--- src/rtl/dtss_pkg.sv ---
package dtss_pkg;
  localparam int MaxSeqDef    = 64;
  localparam int TrackBitsDef = 12;

  typedef enum logic [2:0] {
    ERR_NONE     = 3'd0,
    ERR_ZERO     = 3'd1,
    ERR_HIGH     = 3'd2,
    ERR_DUP      = 3'd3,
    ERR_OVERFLOW = 3'd4
  } err_code_t;

  localparam logic CFG_MODE        = 1'b0;
  localparam logic CFG_TRACK_COUNT = 1'b1;
endpackage

--- src/rtl/disk_track_seek_scheduler.sv ---
// channel | handshake          | payload
// in      | start / busy       | in_track, in_last
// out     | out_valid (strobe) | out_served_track .. out_error
// cfg     | cfg_valid/cfg_ready| cfg_index, cfg_data
// A non-last request runs a duplicate scan over the n stored entries through the
// arrival memory read port. After the last one, SSTF runs an insertion sort (read
// and write-back per compare step), then a delay pass of O(n^2) reads, then emits
// the results one at a time. FIFO mode skips the sort and the delay pass.
// Reset clears control state only; the memories need no clearing.
// Results cannot be stalled; busy holds off start for the whole run.
module disk_track_seek_scheduler
  import dtss_pkg::*;
#(
  parameter int MAX_SEQ    = MaxSeqDef,
  parameter int TRACK_BITS = TrackBitsDef
) (
  input  logic                  clk,
  input  logic                  rst_n,
  input  logic                  start,
  output logic                  busy,
  input  logic [TRACK_BITS-1:0] in_track,
  input  logic                  in_last,
  input  logic                  cfg_valid,
  output logic                  cfg_ready,
  input  logic                  cfg_index,
  input  logic [12:0]           cfg_data,
  output logic                  out_valid,
  output logic [TRACK_BITS-1:0] out_served_track,
  output logic                  out_final_res,
  output logic [17:0]           out_total_seek,
  output logic [11:0]           out_delay_sum,
  output logic [5:0]            out_delay_count,
  output logic [5:0]            out_max_delay,
  output logic [TRACK_BITS-1:0] out_max_delay_track,
  output logic [2:0]            out_error
);
  localparam int AW = (MAX_SEQ > 1) ? $clog2(MAX_SEQ) : 1;
  localparam int CW = $clog2(MAX_SEQ + 1);

  typedef enum logic [3:0] {
    S_IDLE, S_SCAN, S_SORT_RD, S_SORT_CMP, S_DLY_RDS, S_DLY_RDA, S_DLY_CMP,
    S_OUT_RD, S_OUT_EMIT
  } state_t;

  logic [TRACK_BITS-1:0] arr_mem [MAX_SEQ];
  logic [TRACK_BITS-1:0] srt_mem [MAX_SEQ];
  logic [TRACK_BITS-1:0] arr_q, srt_q;
  logic [AW-1:0] arr_ra, srt_ra, srt_wa;
  logic [TRACK_BITS-1:0] srt_wd;
  logic srt_we;
  logic [TRACK_BITS-1:0] sort_v;

  state_t state_r;
  logic mode_r;
  logic [12:0] tc_r;
  logic [CW-1:0] cnt_r, i_r, j_r;
  logic [TRACK_BITS-1:0] t_r, v_r, head_r, st_r;
  logic last_r;
  logic [17:0] seek_r;
  logic [11:0] dsum_r;
  logic [5:0] dcnt_r, dmax_r;
  logic [TRACK_BITS-1:0] dtrk_r;
  logic [CW-1:0] pos_r;
  logic found_r;

  assign busy = (state_r != S_IDLE);
  assign cfg_ready = !busy;

  // memory read/write addresses from the control
  always_comb begin
    // first compare step of an insertion (j == i) takes arrival[i] from the read port
    sort_v = (j_r == i_r) ? arr_q : v_r;
    arr_ra = j_r[AW-1:0];
    srt_ra = i_r[AW-1:0];
    srt_we = 1'b0;
    srt_wa = j_r[AW-1:0];
    srt_wd = sort_v;
    if (state_r == S_SORT_RD) srt_ra = j_r[AW-1:0] - 1'b1;
    if (state_r == S_SORT_CMP) begin
      srt_we = 1'b1;
      if (j_r != '0 && srt_q > sort_v) srt_wd = srt_q;
    end
  end

  always_ff @(posedge clk) begin
    arr_q <= arr_mem[arr_ra];
    srt_q <= srt_mem[srt_ra];
    if (srt_we) srt_mem[srt_wa] <= srt_wd;
    if (start && !busy && cnt_r < CW'(MAX_SEQ)) arr_mem[cnt_r[AW-1:0]] <= in_track;
  end

  always_ff @(posedge clk) begin
    if (!rst_n) begin
      state_r <= S_IDLE; mode_r <= 1'b0; tc_r <= 13'd4096; cnt_r <= '0;
      out_valid <= 1'b0;
    end else begin
      out_valid <= 1'b0;
      case (state_r)
        S_IDLE: begin
          if (cfg_valid) begin
            if (cfg_index == CFG_MODE) mode_r <= cfg_data[0];
            else tc_r <= cfg_data;
          end
          if (start) begin
            t_r <= in_track; last_r <= in_last; j_r <= '0;
            state_r <= S_SCAN; found_r <= 1'b0;
          end
        end
        S_SCAN: begin
          // arr_q is entry j_r-1 once j_r>0
          logic dup;
          logic [2:0] e;
          dup = found_r || (j_r != '0 && arr_q == t_r);
          found_r <= dup;
          if (j_r < cnt_r) j_r <= j_r + 1'b1;
          else begin
            e = ERR_NONE;
            if (t_r == '0) e = ERR_ZERO;
            else if (32'(t_r) >= 32'(tc_r)) e = ERR_HIGH;
            else if (dup) e = ERR_DUP;
            else if (cnt_r >= CW'(MAX_SEQ)) e = ERR_OVERFLOW;
            if (e != ERR_NONE) begin
              cnt_r <= '0; out_valid <= 1'b1; out_served_track <= '0;
              out_final_res <= 1'b1; out_total_seek <= '0; out_delay_sum <= '0;
              out_delay_count <= '0; out_max_delay <= '0; out_max_delay_track <= '0;
              out_error <= e; state_r <= S_IDLE;
            end else begin
              cnt_r <= cnt_r + 1'b1;
              if (!last_r) state_r <= S_IDLE;
              else begin
                i_r <= '0; j_r <= '0; head_r <= '0; seek_r <= '0;
                dsum_r <= '0; dcnt_r <= '0; dmax_r <= '0; dtrk_r <= '0;
                state_r <= mode_r ? S_SORT_RD : S_OUT_RD;
              end
            end
          end
        end
        S_SORT_RD: begin
          // with j == i the arrival port reads entry i for the new insertion
          state_r <= S_SORT_CMP;
        end
        S_SORT_CMP: begin
          v_r <= sort_v;
          if (j_r != '0 && srt_q > sort_v) begin
            j_r <= j_r - 1'b1; state_r <= S_SORT_RD;
          end else if (i_r + 1'b1 < cnt_r) begin
            i_r <= i_r + 1'b1; j_r <= i_r + 1'b1; state_r <= S_SORT_RD;
          end else begin
            i_r <= '0; j_r <= '0; state_r <= S_DLY_RDS;
          end
        end
        S_DLY_RDS: begin
          found_r <= 1'b0; pos_r <= i_r; state_r <= S_DLY_RDA;
        end
        S_DLY_RDA: begin
          st_r <= srt_q; state_r <= S_DLY_CMP;
        end
        S_DLY_CMP: begin
          logic [CW-1:0] p;
          logic [5:0] d;
          p = pos_r;
          if (!found_r && arr_q == st_r && j_r != '0) p = j_r - 1'b1;
          if (!found_r && arr_q == st_r && j_r != '0) found_r <= 1'b1;
          pos_r <= p;
          if (j_r < cnt_r && !(!found_r && arr_q == st_r && j_r != '0)) begin
            j_r <= j_r + 1'b1;
          end else begin
            d = 6'(i_r - p);
            if (i_r > p) begin
              dsum_r <= dsum_r + 12'(d); dcnt_r <= dcnt_r + 1'b1;
              if (d > dmax_r) begin dmax_r <= d; dtrk_r <= st_r; end
            end
            j_r <= '0;
            if (i_r + 1'b1 < cnt_r) begin i_r <= i_r + 1'b1; state_r <= S_DLY_RDS; end
            else begin i_r <= '0; state_r <= S_OUT_RD; end
          end
        end
        S_OUT_RD: begin
          j_r <= i_r; state_r <= S_OUT_EMIT;
        end
        S_OUT_EMIT: begin
          logic [TRACK_BITS-1:0] t;
          logic [17:0] s;
          logic fin;
          t = mode_r ? srt_q : arr_q;
          s = seek_r + 18'((t > head_r) ? t - head_r : head_r - t);
          fin = (i_r + 1'b1 == cnt_r);
          seek_r <= s; head_r <= t;
          out_valid <= 1'b1; out_served_track <= t; out_final_res <= fin;
          out_total_seek <= fin ? s : '0;
          out_delay_sum <= fin ? dsum_r : '0;
          out_delay_count <= fin ? dcnt_r : '0;
          out_max_delay <= fin ? dmax_r : '0;
          out_max_delay_track <= fin ? dtrk_r : '0;
          out_error <= ERR_NONE;
          if (fin) begin cnt_r <= '0; state_r <= S_IDLE; end
          else begin i_r <= i_r + 1'b1; j_r <= i_r + 1'b1; state_r <= S_OUT_RD; end
        end
        default: state_r <= S_IDLE;
      endcase
    end
  end

  assert property (@(posedge clk) disable iff (!rst_n) out_valid && out_error != ERR_NONE
    |-> out_final_res && out_served_track == '0);
  assert property (@(posedge clk) disable iff (!rst_n) busy |-> !cfg_ready);
  assert property (@(posedge clk) disable iff (!rst_n) cnt_r <= CW'(MAX_SEQ));
endmodule
--- config.mk ---
export PLATFORM = sky130hd
export DESIGN_NAME = disk_track_seek_scheduler
export DESIGN_NICKNAME = d
export VERILOG_FILES = /design/src/rtl/dtss_pkg.sv /design/src/rtl/disk_track_seek_scheduler.sv
export SDC_FILE = /design/constraint.sdc
export NUM_CORES = 2
export LEC_CHECK = 0
export BUFFER_PORTS_ARGS = -buffer_cell sky130_fd_sc_hd__buf_2
export CAP_MARGIN = 25
export CORE_ASPECT_RATIO = 1.5
export CORE_UTILIZATION = 60
export CTS_CLUSTER_DIAMETER = 40
export DETAILED_ROUTE_END_ITERATION = 6
export PLACE_DENSITY = 0.8
export REMOVE_ABC_BUFFERS = 1
export SYNTH_ARGS = -nofsm -noshare
export SYNTH_HDL_FRONTEND = slang
export SYNTH_SLANG_ARGS = --single-unit
--- constraint.sdc ---
create_clock -name clk -period 12.87 [get_ports clk]
set_input_delay 2.574 -clock clk [delete_from_list [all_inputs] [get_ports clk]]
set_output_delay 2.574 -clock clk [all_outputs]
set_load 0.01 [all_outputs]
---- Yosys cells after proc, flatten, opt, wreduce, memory -nomap -nowiden ----
Memories as Yosys holds them, arrays and structs flattened. A register that Yosys moved wholly into a read port is not among the register bits.
Cells that the tools add are included.
operators by class
  add/subtract/negate cells ............... 11
  magnitude comparators ................... 9
  equal/unequal tests ..................... 26
  multiplexer cells ....................... 104
  bitwise operators ....................... 1
  reduce and logical (&&, ||, !) cells .... 37
operator list
  operator                                        count
  two-way mux 12 bit                              16
  one-hot mux 12 bit (2 select lines)             6
  two-way mux 18 bit                              7
  two-way mux 7 bit                               17
  two-way mux 6 bit                               13
  one-hot mux 18 bit (2 select lines)             2
  one-hot mux 6 bit (2 select lines)              4
  two-way mux 3 bit                               15
  one-hot mux 7 bit (6 select lines)              1
  one-hot mux 4 bit (9 select lines)              1
  one-hot mux 7 bit (2 select lines)              2
  one-hot mux 7 bit (4 select lines)              1
  subtractor 12 x 12 -> 13 bit                    2
  == test 12 bit                                  2
  > comparator 12 bit                             2
  != test 2 bit (second input constant)           12
  adder 7 x 1 -> 7 bit (second input constant)    3
  adder 18 bit                                    1
  == test 4 x 3 -> 1 bit (second input constant)  4
  AND reduction 8 bit                             2
  AND reduction 3 bit                             5
  == test 7 bit                                   2
  less-than comparator 7 bit                      2
  greater-or-equal comparator 12 x 13 -> 1 bit    1
  other kinds (35)                                65
word-level totals
  bits in registers ....................... 221
  memory bits (writable) .................. 1536
  input bits .............................. 31
  output and inout port bits .............. 73
  logic and storage cells ................. 217
  memories kept ........................... 2
memory list
  memory   depth  bits a word  rd ports  clocked after Yosys merged registers in  wr ports  RTL line                         source
  arr_mem  64     12           1         1                                        1         disk_track_seek_scheduler.sv:45  logic [TRACK_BITS-1:0] arr_mem [MAX_SEQ];
  srt_mem  64     12           1         1                                        1         disk_track_seek_scheduler.sv:46  logic [TRACK_BITS-1:0] srt_mem [MAX_SEQ];

---- Depth between registers and ports, before layout ----
  depth in word-level cells ............... 13
  gate-level depth with buffers ........... 26
  gate-level depth less buffers ........... 23

---- Worst setup path after synthesis ----
OpenSTA, ideal clock, no wires.
  kind .................................... input-to-reg
  start point ............................. input port rst_n
  end point ............................... register out_delay_count[0] (enable)
  library setup time ...................... 0.521 ns
  data arrival time ....................... 6.222 ns
  required time ........................... 12.349 ns
  setup slack ............................. 6.127 ns
  cell stages on the path ................. 3
  path buffers ............................ 1
  cells stage by stage .................... inv_1 > clkbuf_1 > a21oi_1
between the ends
  word-level cells in the longest chain between the ends .. 1
ends and longest elaborated chain
  element                        RTL line                          source
  from (decl)                    disk_track_seek_scheduler.sv:18   input logic rst_n,
  AND reduction 4 bit (no line)  -
  to (signal assigned)           disk_track_seek_scheduler.sv:192  out_delay_count <= fin ? dcnt_r : '0;
  to (decl)                      disk_track_seek_scheduler.sv:32   output logic [5:0] out_delay_count,
No other way between the ends.
A chain may end at the register's enable or synchronous reset.

---- Final worst setup path ----
  start point ............................. register mode_r
  end point ............................... register out_total_seek[17] (data pin)
between the ends
  word-level cells in the longest chain between the ends .. 6
  elaborated cells between the ends (all ways) .. 8
  those cells by class .................... 3 x add/sub; 1 x order compare; 4 x mux
ends and longest elaborated chain
  element                                                                     RTL line                          source
  from (decl)                                                                 disk_track_seek_scheduler.sv:54   logic mode_r;
  from (signal assigned)                                                      disk_track_seek_scheduler.sv:101  if (cfg_index == CFG_MODE) mode_r <= cfg_data[0];
  two-way mux 12 bit (*)                                                      disk_track_seek_scheduler.sv:185  t = mode_r ? srt_q : arr_q;
  subtractor 12 x 12 -> 13 bit / > comparator 12 bit (equally long branches)  disk_track_seek_scheduler.sv:186  s = seek_r + 18'((t > head_r) ? t - head_r : head_r - t);
  two-way mux 18 bit (*)                                                      disk_track_seek_scheduler.sv:186
  adder 18 bit (*)                                                            disk_track_seek_scheduler.sv:186
  two-way mux 18 bit (*)                                                      disk_track_seek_scheduler.sv:190  out_total_seek <= fin ? s : '0;
  one-hot mux 18 bit (2 select lines) (*)                                     disk_track_seek_scheduler.sv:98   case (state_r)
  to (signal assigned)                                                        disk_track_seek_scheduler.sv:190
  to (decl)                                                                   disk_track_seek_scheduler.sv:30   output logic [17:0] out_total_seek,
Every way passes the cells marked *; elsewhere a longest branch is shown, timed or not.

==> metrics.txt <==
post-synthesis sequential area ratio 0.749; Startpoint Class flop; f_max between 150 and 200 MHz; Worst setup EP type flop; first-pass GRT wire length between 200 and 300 mm; CP required approximately 13 ns; post-DR vias/cell 6.80; sequential share of power 0.485; CTS resizes 0; Cell Area, Synth roughly 0.071 mm2; busiest grt layer met2; Hold Path End tc_r[10]; Initial DRC Count ~5,200; Rel. slew slack 0.206; outcome complete, no violations; Worst Hold Class flop to flop; Final WS setup about 6.6 ns; TNS Setup 0 ns; Die ar. between 0.1 and 0.15 mm2; final setup fails 0; combinational group share of total power 0.169; Placeable Area around 0.12 mm2; post-layout min period approximately 6.2 ns; Max clock buf depth 3; Setup Fix Bufs, Post-CTS 0; Top Family by Delay on Critical Path simple AND/OR/NAND/NOR gates; Hold Crit Start tc_r[10]; HPWL after DPL 107 mm; initial antenna violation count 4; Worst-Margin Slew 1.19 ns; register area 0.0530 mm2; asr flop ratio synth 0; Starting Density 0.608; Mapped Cells 4,083; Die Height 423 um; Tot Pwr between 0.01 and 0.015 W; Slew Limit Fails 0; post-route DRC violation count 0; EDFF count, synth between 1,500 and 2,000; routing usage on met1 0.368; CP max stage delay about 0.84 ns; WL/cell between 20 and 30 um; RR Endpoint out_total_seek[17]; final cycle utilization of the critical path 0.484; hold path cells 2; Worst Hold Slack approximately 0.46 ns; P_int 0.00989 W; GR Util met3 0.0491; crit path buf inv count 1; grt met2 use 0.511; Yosys Warn Count 0; area grow syn2layout 12.4%; CP max-delay cell dfxtp_1; # nets final between 4,000 and 5,000; TritonCTS clock tree built; footprint of the multi-input gates 0.0168 mm2; Port Buffer Count 103; gr usage total 0.304; number of routed nets with antenna violations 0; RSZ-0062 raised after global routing false; clock power share 0.345; vias in the first global route 40,805; pre-CTS setup slack between 6 and 7 ns; leak pwr ~26 nW; number of primary I/O pins between 100 and 150; Mapped Avg Cell Area 17.3 um2; cts-stage hold buffer count 0; clock root buffer master clkbuf_16; register-to-register setup slack roughly 6.6 ns; Sw Share 0.274; peak supply drop around 0.00015 V; DR pass1 iterations 6; clock latency on the worst-skew pair about 0.80 ns; most used cell, CP a21oi_1; path depth of the worst reg2reg path 18; DRT Wirelength 180 mm; Worst Skew about 0.048 ns; die width 282 um; top_reg_cell synth edfxtp_1; clock-pin slew on the worst setup and hold paths about 0.07 ns; GPL Wtd Cong roughly 0.94; Max Cap Viol 0; final core occ 0.683; Rows ~150; post-synthesis cell type count 77; Setup Crit Path Kind flop to flop; clk sinks ~1,800; grt ovf 0; Synth Register Bits ~1,800; CP Cell Sequence mux2i_1, inv_1, ha_1, nand2b_1, a21oi_1, nor4_1, nor3_1, or2_1, o2111a_1, nor3_1, ha_1, a21oi_1, o21ai_0, a21oi_1, o21ai_0, a211o_1, or4_1, a21oi_1; FF-to-FF Start mode_r; pin count of the biggest net entering global routing 138; layout cells sized above 1 0.176; Crit path arrival time 6.82 ns; number of H-tree levels 4; CTS buffer count 157; final hold viol count 0; Net Switching 0.00374 W; total number of vias approximately 40,000; fill count between 7,000 and 8,000; CP Max Fanout 17; Power Density between 150 and 200 mW/mm2
how the worst max path moves through the flow:
| stage | start | to | slack [ns] | cells past startpoint |
|---|---|---|---|---|
| floorplan | state_r[1] | srt_q[0] | -7.36 | 7 |
| detailed placement | mode_r | out_total_seek[17] | 6.68 | 18 |
| global placement | mode_r | out_total_seek[17] | 6.93 | 18 |
| global route | mode_r | out_total_seek[17] | 6.15 | 18 |
| CTS | mode_r | out_total_seek[17] | 6.65 | 18 |
| finish | mode_r | out_total_seek[17] | 6.65 | 18 |
cell usage in the layout (no fill, tap or decap), drive strengths merged, types with 13 or more instances in the layout:
cell,instances
edfxtp,1731
a22oi,382
buf,303
nor2,236
mux4,192
clkbuf,190
nand2,153
inv,108
a21oi,103
ha,101
nand3,80
clkinv,66
and3,60
mux2i,59
o21ai,55
dfxtp,50
xnor2,48
a41oi,47
xor2,39
a31oi,39
nand4,37
and2,36
nor3,33
a21o,31
a221oi,30
a22o,27
a32oi,24
nor4,22
and4,17
o21a,14
nor2b,13
nand2b,13
cells by family (layout without fill, tap and decap cells):
logic type      after synthesis  in the layout  synth area share
other cells                   0              3                 0
xor+xnor                     87             87            0.0109
buf+inv                     315            686            0.0175
fa+ha+maj                   105            105            0.0190
compound gates              812            812            0.0836
mux                         255            255            0.0701
simple gates                728            728            0.0500
flops                      1781           1781             0.749
per-stage QoR:
stage          instances  area, um2
4_1_cts             5990      79300
5_1_grt             6005      79500
3_5_place_dp        5704      74100
6_report            6007      79500
3_3_place_gp        5673      73800
2_1_floorplan       3865      69900
worst min-delay path, stage by stage (launching register included):
cell	delay, ns
dfxtp_1	0.31
nand2_1	0.05
a21oi_1	0.05
sequential cells by signal, summed over array words and instances, names as in the netlist, 6 cells and up:
signal and count:
st_r 12, dsum_r 12, tc_r 13, dtrk_r 12, arr_q 12, t_r 12, cnt_r 7, out_max_delay 6
v_r 12, head_r 12, dcnt_r 6, out_max_delay_track 12, j_r 7, out_delay_sum 12, dmax_r 6, srt_q 12
out_delay_count 6, out_total_seek 18, i_r 7, srt_mem 768, out_served_track 12, seek_r 18, arr_mem 768, pos_r 7
power groups by stage:
| stage | sequential [W] | clock (W) | combinational, W |
|---|---|---|---|
| floorplan | 0.00665 | 0 | 0.00174 |
| finish | 0.00662 | 0.00471 | 0.00231 |
| detailed placement | 0.00673 | 0 | 0.00225 |
| global placement | 0.00673 | 0 | 0.00219 |
| CTS | 0.00661 | 0.00473 | 0.00227 |
| global route | 0.00661 | 0.00495 | 0.00247 |
layout make-up:
| type | instances | share of cell area |
|---|---|---|
| flip-flops and latches | 1781 | 0.666 |
| clock inverters | 96 | 0.0123 |
| repair buffers | 303 | 0.0290 |
| inverters | 97 | 0.00458 |
| clock buffers | 190 | 0.0524 |
| diodes | 3 | 0.0000944 |
| multi-input cells | 1987 | 0.211 |
| well taps | 1550 | 0.0244 |
metal layers:
| metal | part of all wire | up-vias | wire, um |
|---|---|---|---|
| met4 | 0.066 | 4 | 11900 |
| met3 | 0.085 | 582 | 15400 |
| li1 | - | 17014 | - |
| met2 | 0.51 | 2750 | 92000 |
| met1 | 0.34 | 20505 | 60400 |
| met5 | 0.00013 | - | 24 |
cell usage after synthesis, types with 50 or more instances:
| cell type | n | share of area |
|---|---|---|
| nand3_1 | 80 | 0.0057 |
| and3_1 | 59 | 0.0052 |
| a22oi_1 | 382 | 0.041 |
| o21ai_0 | 51 | 0.0036 |
| clkbuf_1 | 148 | 0.0079 |
| mux4_2 | 192 | 0.061 |
| dfxtp_1 | 50 | 0.014 |
| ha_1 | 101 | 0.018 |
| inv_1 | 94 | 0.0050 |
| nand2_1 | 153 | 0.0081 |
| mux2i_1 | 59 | 0.0083 |
| nor2_1 | 236 | 0.013 |
| edfxtp_1 | 1731 | 0.73 |
| a21oi_1 | 101 | 0.0071 |
Note: power is estimated with default switching activity, not from simulation.
